[config.mk]
export PLATFORM = sky130hd
export DESIGN_NAME = tct_ctrl
export DESIGN_NICKNAME = d
export VERILOG_FILES = /design/src/rtl/tct_pkg.sv /design/src/rtl/tct_ctrl.sv
export SDC_FILE = /design/constraint.sdc
export NUM_CORES = 1
export LEC_CHECK = 0
export BUFFER_PORTS_ARGS = -buffer_cell sky130_fd_sc_hd__buf_2
export CAP_MARGIN = 20
export CORE_AREA = 4 4 41 43
export DETAILED_ROUTE_END_ITERATION = 12
export DIE_AREA = 0 0 45 47
export PLACE_DENSITY = 0.67
export REMOVE_ABC_BUFFERS = 1
export SETUP_SLACK_MARGIN = 0.05
export SYNTH_ARGS = -nofsm -noshare
export SYNTH_HDL_FRONTEND = slang
export SYNTH_SLANG_ARGS = --single-unit
export TNS_END_PERCENT = 5
[constraint.sdc]
create_clock -name clk_i -period 3.8 [get_ports clk_i]
set_input_delay 0.76 -clock clk_i [delete_from_list [all_inputs] [get_ports clk_i]]
set_output_delay 0.76 -clock clk_i [all_outputs]
set_load 0.005 [all_outputs]
[src/rtl/tct_pkg.sv]
package tct_pkg;

  // Operation carried by an input word.
  typedef enum logic [1:0] {
    KIND_INSERT     = 2'd0,
    KIND_SEEK       = 2'd1,
    KIND_READ_NEXT  = 2'd2,
    KIND_READ_INDEX = 2'd3
  } kind_e;

  // Status reported with every result word.
  typedef enum logic [1:0] {
    STATUS_OK       = 2'd0,
    STATUS_NO_ENTRY = 2'd1,
    STATUS_FULL     = 2'd2
  } status_e;

  // Configuration register indexes.
  localparam logic CFG_TIME_OFFSET  = 1'b0;
  localparam logic CFG_BUFFER_LIMIT = 1'b1;

  localparam logic [12:0] BUFFER_LIMIT_RESET = 13'd256;

  typedef enum logic [2:0] {
    ST_IDLE      = 3'd0,
    ST_INS_SHIFT = 3'd1,
    ST_SEEK_SCAN = 3'd2,
    ST_READ_WAIT = 3'd3,
    ST_FINISH    = 3'd4
  } state_e;

  typedef struct packed {
    kind_e        kind;
    logic [31:0]  time_value;
    logic [15:0]  text_handle;
    logic [11:0]  text_length;
    logic [7:0]   entry_index;
  } in_word_t;

  typedef struct packed {
    status_e      status;
    logic [31:0]  entry_time;
    logic [15:0]  entry_handle;
    logic [11:0]  clipped_length;
    logic [8:0]   cursor;
    logic [8:0]   entry_count;
    logic [11:0]  longest_length;
  } out_word_t;

  // One stored cue.
  typedef struct packed {
    logic [31:0]  cue_time;
    logic [15:0]  cue_handle;
    logic [11:0]  cue_length;
  } cue_t;

  // Commands from the controller to the datapath.
  typedef struct packed {
    logic     load;        // take the input word and issue the first table read
    logic     step_ins;    // move one entry up and read the one below it
    logic     place_ins;   // write the new cue at the pointer
    logic     step_seek;   // pass one entry and read the next
    logic     end_seek;    // set the cursor from the scan pointer
    logic     adv_cursor;  // advance the cursor after a read-next
    logic     out_load;    // fill the result register
    status_e  out_status;
    logic     out_entry;   // result carries the entry read
  } dp_cmd_t;

  // Status from the datapath to the controller.
  typedef struct packed {
    kind_e  live_kind;
    kind_e  cur_kind;
    logic   full;
    logic   found;
    logic   shift_more;
    logic   seek_more;
  } dp_sts_t;

endpackage

[src/rtl/tct_ctrl.sv]
module tct_ctrl (
  input  logic              clk_i,
  input  logic              rst_ni,
  input  logic              in_valid_i,
  output logic              in_stall_o,
  output logic              out_valid_o,
  input  logic              out_stall_i,
  input  tct_pkg::dp_sts_t  sts_i,
  output tct_pkg::dp_cmd_t  cmd_o
);
  import tct_pkg::*;

  state_e  state_q, state_d;
  status_e res_status_q, res_status_d;
  logic    res_entry_q, res_entry_d;
  logic    out_valid_q, out_valid_d;
  logic    can_load;

  assign can_load = !out_valid_q || !out_stall_i;

  always_comb begin
    state_d      = state_q;
    res_status_d = res_status_q;
    res_entry_d  = res_entry_q;
    case (state_q)
      ST_IDLE: begin
        if (in_valid_i) begin
          res_status_d = STATUS_OK;
          res_entry_d  = 1'b0;
          case (sts_i.live_kind)
            KIND_INSERT: begin
              if (sts_i.full) begin
                res_status_d = STATUS_FULL;
                state_d      = ST_FINISH;
              end else begin
                state_d = ST_INS_SHIFT;
              end
            end
            KIND_SEEK: begin
              state_d = ST_SEEK_SCAN;
            end
            default: begin
              if (sts_i.found) begin
                res_entry_d = 1'b1;
                state_d     = ST_READ_WAIT;
              end else begin
                res_status_d = STATUS_NO_ENTRY;
                state_d      = ST_FINISH;
              end
            end
          endcase
        end
      end
      ST_INS_SHIFT: begin
        if (!sts_i.shift_more) begin
          state_d = ST_FINISH;
        end
      end
      ST_SEEK_SCAN: begin
        if (!sts_i.seek_more) begin
          state_d = ST_FINISH;
        end
      end
      ST_READ_WAIT: begin
        state_d = ST_FINISH;
      end
      ST_FINISH: begin
        if (can_load) begin
          state_d = ST_IDLE;
        end
      end
      default: begin
        state_d = ST_IDLE;
      end
    endcase
  end

  always_comb begin
    cmd_o            = '0;
    cmd_o.out_status = res_status_q;
    cmd_o.out_entry  = res_entry_q;
    in_stall_o       = 1'b1;
    case (state_q)
      ST_IDLE: begin
        in_stall_o = 1'b0;
        cmd_o.load = in_valid_i;
      end
      ST_INS_SHIFT: begin
        cmd_o.step_ins  = sts_i.shift_more;
        cmd_o.place_ins = !sts_i.shift_more;
      end
      ST_SEEK_SCAN: begin
        cmd_o.step_seek = sts_i.seek_more;
        cmd_o.end_seek  = !sts_i.seek_more;
      end
      ST_READ_WAIT: begin
        cmd_o.adv_cursor = (sts_i.cur_kind == KIND_READ_NEXT);
      end
      ST_FINISH: begin
        cmd_o.out_load = can_load;
      end
      default: begin
        in_stall_o = 1'b1;
      end
    endcase
  end

  always_comb begin
    out_valid_d = out_valid_q && out_stall_i;
    if (cmd_o.out_load) begin
      out_valid_d = 1'b1;
    end
  end

  always_ff @(posedge clk_i or negedge rst_ni) begin
    if (!rst_ni) begin
      state_q      <= ST_IDLE;
      res_status_q <= STATUS_OK;
      res_entry_q  <= 1'b0;
      out_valid_q  <= 1'b0;
    end else begin
      state_q      <= state_d;
      res_status_q <= res_status_d;
      res_entry_q  <= res_entry_d;
      out_valid_q  <= out_valid_d;
    end
  end

  assign out_valid_o = out_valid_q;

endmodule

== Word level (Yosys, flattened, before mapping) ==
Cells that the tools add are included.
Operators by class
  add/subtract/negate cells: 0
  $mul: 0
  div/mod/pow operators: 0
  magnitude comparators: 0
  equality and inequality tests: 10
  shift-type cells: 0
  multiplexer cells: 20
  bitwise operators: 0
  reduce and logical (&&, ||, !) cells: 11
Operators with widths (number)
  2-to-1 mux 3 bit: 6
  case mux 3 bit (5 select lines): 1
  2-to-1 mux 1 bit: 8
  != test 2 bit (second input constant): 4
  equality test 3 x 2 -> 1 bit (second input constant): 2
  2-to-1 mux 2 bit: 3
  case mux 3 bit (2 select lines): 1
  logical NOT 1 bit: 4
  case mux 2 bit (2 select lines): 1
  AND reduction 4 bit: 1
  equality test 3 x 1 -> 1 bit (second input constant): 1
  equality test 3 bit (second input constant): 1
  logical NOT 3 bit: 1
  equality test 2 x 1 -> 1 bit (second input constant): 1
  equality test 2 bit (second input constant): 1
  logical NOT 2 bit: 1
  AND reduction 2 bit: 1
  OR reduction 2 bit: 1
  logical AND 1 bit: 1
  logical OR 1 bit: 1
Word-level totals
  flip-flop bits (word level): 7
  latch bits: 0
  memory bits (writable): 0
  bits in read-only memories: 0
  output and inout port bits: 12
  logic and storage cells: 45
  memories: 0

== Longest topological paths before layout ==
  word-level depth: 4
  depth in mapped cells: 4
  gate-level depth less buffers: 3

== Worst setup path after synthesis ==
OpenSTA, ideal clock, no wires.
  path type: input to output
  from: input port in_valid_i
  to: output port cmd_o[9] in the netlist's numbering
  data arrival time: 1412 ps
  required time: 3040 ps
  path slack: 1628 ps
  stages on the path: 3
  cells stage by stage: or4b_1 > clkbuf_2 > inv_1
RTL lines
  start: declaration: line tct_ctrl.sv:4  | input logic in_valid_i,
  end: declaration: line tct_ctrl.sv:9  | output tct_pkg::dp_cmd_t cmd_o

==> results.txt <==
Setup repair after global routing left no endpoint under its margin. Number of H-tree branching levels: 1. The predominant post-synthesis flop cell is sky130_fd_sc_hd__dfrtp_1. The count of antenna-violating nets left after detailed routing was 0. After global routing the overflow that remains totals 0. The setup path with the least slack is of type in -> out. After detailed placement, the design holds a cell count of 79.

Static timing analysis puts the maximum clock frequency at 413 MHz. The tools report the estimated wirelength of the detail-placed design as 786 um. The number of antenna violations at the first check in global routing was 0. For the largest net degree at the start of global routing, the log shows 12. Sorting the synthesized cells by area gives the leading types as sky130_fd_sc_hd__dfrtp_1 42%, sky130_fd_sc_hd__nand2_1 7.3%, sky130_fd_sc_hd__o41ai_2 3.9%, sky130_fd_sc_hd__o31ai_1 3.6%, sky130_fd_sc_hd__and4bb_2 3.0%. The run gives 1.66 ns as the data arrival time of the critical path. The horizontal die dimension was 45 um. For this run, the detailed router's first-pass iteration total came to 4.

The first global-routing pass estimated 1510 um of wire. For the required time of the critical path, the log shows 3.04 ns. The number of DRC violations after detailed routing is 0. Input and output buffers added on the ports amount to 23.

Relative to the synthesized area, the layout overhead comes to 34.8%. TritonCTS built the clock tree. For the global-route total usage across every layer, the log shows 10.3%.

The maximum number of buffers from clock root to sink was 2; the clock skew after layout was 0.00268 ns. Of all cell types, the one taking the most synthesized area is sky130_fd_sc_hd__dfrtp_1. For the final number of setup-violating endpoints, the log shows 0. Sorting the synthesized cells by how often they occur yields 8 x sky130_fd_sc_hd__nand2_1, 7 x sky130_fd_sc_hd__dfrtp_1. The kind of capture point of the worst setup path is a primary output. The worst path meets setup with 1.38 ns of slack. Total power for the finished layout comes to 338 uW. Flip-flop and latch count after synthesis: 7. The initial utilization of the core area, before any placement, comes to 31.7%. Dividing the detail-routed via count by the number of cells gives 5.06. After synthesis, the share of flip-flops with an asynchronous set or reset is 100%.

After synthesis, flip-flops and latches occupy 42.4% of the total area. For the pin with the worst max-slew slack, the measured transition is 0.279 ns. CTS saw 7 sinks.

The tools report the final instance count without filler cells as 83. The total area inside the core boundary comes to 1300 um2. The tools report the count of vias placed by the detailed router as 420. The routed design has 966 um of wire. In this run the tightest slew margin relative to its limit is 81.4%.

Logic depth of the worst register-to-register path: 2. Of all nets on the critical path, the largest fanout is 8. The net count of the finished layout is 81. Averaged over all synthesized cells, the footprint is 9.38 um2.

The floorplan step defined a die boundary enclosing 2120 um2. In this run the vertical extent of the chip is 47 um. The library cell used as clock root buffer was sky130_fd_sc_hd__clkbuf_4. The Yosys warning count was 0; the via count of the first global-routing pass was 363. The initial DRC count came out at 7.

Yosys instantiated no cell more often than sky130_fd_sc_hd__nand2_1. The logs give 0 for the count of maximum capacitance violations and 0.834 for the global placer's final weighted congestion. The CTS clock-pin slew for the worst setup and hold paths is 0.05 ns, and the number of top-level pins is 24. On the final layout, the worst hold slack is 0.328 ns. The final count of hold timing violations is 0, and the power per cell area is 607 nW/um2.

The top cell type's share of synthesized area was 42.4%; the part of the cycle the worst path needs was 63.7%. After synthesis, the netlist uses 26 different library cells. Before CTS, the worst setup slack after placement is 1.38 ns. The number of antenna diodes in the final layout is 0. In this run, post-CTS repair resized a total of 0 instances.

The peak supply drop was 0.251 mV; the clock buffer count from CTS was 3. The tools report the clock insertion delay at the later pin of the skew report as 0.25 ns. The clock period minus final worst setup slack was 2.42 ns; the ratio of cells with drive above 1 in the final layout was 42.6%.

For the cell count after synthesis, the log shows 44. The path class of the tightest hold or removal check is in -> async. Row count: 13. For this design the static power due to leakage is 0.000306 uW.

The flow ran to the end, and the final reports show no timing, DRC or antenna violations. For the number of pins with negative max-slew slack in the final report, the log shows 0. Hold repair after CTS inserted 0 buffers.

Post-CTS timing repair inserted 0 buffers for setup. Summed over all failing endpoints, the final setup total negative slack is 0 ns. In this run the cell area of the synthesized design comes to 413 um2.

The startpoint type of the worst setup path was an input port. The count of flip-flops with a built-in enable after synthesis is 0. Wire length per cell: 11.6 um.
-- critical path, cell delays in order --
cell,delay (ns)
sky130_fd_sc_hd__buf_2,0.08
sky130_fd_sc_hd__or4b_1,0.59
sky130_fd_sc_hd__inv_1,0.12
sky130_fd_sc_hd__buf_2,0.11
-- path summary, 6_finish.rpt --
kind                              from         endpoint  slack (ns)
max reg2reg                 state_q[1]  res_status_q[1]        2.29
min in group clk_i         res_entry_q      res_entry_q        0.48
max                         in_valid_i         cmd_o[9]        1.38
min                             rst_ni  res_status_q[1]        0.33
max in group asynchronous       rst_ni      out_valid_o        3.32
min reg2reg                res_entry_q      res_entry_q        0.48
-- per-stage QoR --
| stage | area [um2] | util [%] |
|---|---|---|
| 6_report | 557 | 42.8 |
| 5_1_grt | 557 | 42.8 |
| 4_1_cts | 557 | 42.8 |
| 3_5_place_dp | 531 | 40.8 |
| 3_3_place_gp | 531 | 40.8 |
| 2_1_floorplan | 397 | - |
-- registers in the layout, summed over array words and instances (netlist names) --
name,flops
state_q,3
res_status_q,2
out_valid_o,1
res_entry_q,1
-- routing by layer --
metal	track usage, %	part of all wire [%]
met2	15.0	43
met5	0	0
met3	2.68	9.7
met4	10.5	2.2
met1	11.8	45
-- power breakdown --
group	leakage (uW)	switching (uW)	internal, uW
clock	0.0000150	28.1	40.1
combinational	0.000199	63.6	72.1
sequential	0.0000920	30.2	104
total	0.000306	122	216
-- final cells by class --
class,count,area [um2]
multi-input combinational,32,214
fill,149,744
inverter,2,7.51
tap,15,18.8
clock buffer,4,26.3
sequential,7,175
timing repair buffer,23,115
-- cells in the final DEF, fill, tap and decap left out --
| cell | n |
|---|---|
| sky130_fd_sc_hd__nor3b_1 | 1 |
| sky130_fd_sc_hd__nor3_1 | 2 |
| sky130_fd_sc_hd__a21oi_1 | 1 |
| sky130_fd_sc_hd__inv_1 | 2 |
| sky130_fd_sc_hd__mux2i_1 | 1 |
| sky130_fd_sc_hd__nand2b_1 | 1 |
| sky130_fd_sc_hd__o21ai_0 | 2 |
| sky130_fd_sc_hd__or4b_1 | 1 |
| sky130_fd_sc_hd__buf_2 | 23 |
| sky130_fd_sc_hd__or2b_1 | 1 |
| sky130_fd_sc_hd__clkbuf_1 | 1 |
| sky130_fd_sc_hd__nor2_1 | 1 |
| sky130_fd_sc_hd__o31ai_1 | 2 |
| sky130_fd_sc_hd__nand3b_1 | 1 |
| sky130_fd_sc_hd__o311a_1 | 1 |
| sky130_fd_sc_hd__nand2_1 | 8 |
| sky130_fd_sc_hd__and4bb_2 | 1 |
| sky130_fd_sc_hd__clkbuf_4 | 3 |
| sky130_fd_sc_hd__o41ai_2 | 1 |
| sky130_fd_sc_hd__o21bai_1 | 1 |
| sky130_fd_sc_hd__a21o_1 | 1 |
| sky130_fd_sc_hd__or3_2 | 1 |
| sky130_fd_sc_hd__o32ai_1 | 1 |
| sky130_fd_sc_hd__nor2b_1 | 2 |
| sky130_fd_sc_hd__dfrtp_1 | 7 |
| sky130_fd_sc_hd__nor4b_1 | 1 |
-- cell families (layout without fill, tap and decap cells) --
| group | after synthesis | in the layout | synth area share, % |
|---|---|---|---|
| buffers and inverters | 5 | 29 | 5.76 |
| DFF | 7 | 7 | 42.4 |
| AOI/OAI and AO/OA | 10 | 10 | 19.4 |
| and+or+nand+nor | 21 | 21 | 30.0 |
| muxes | 1 | 1 | 2.42 |
(Power assumes the default switching activity.)
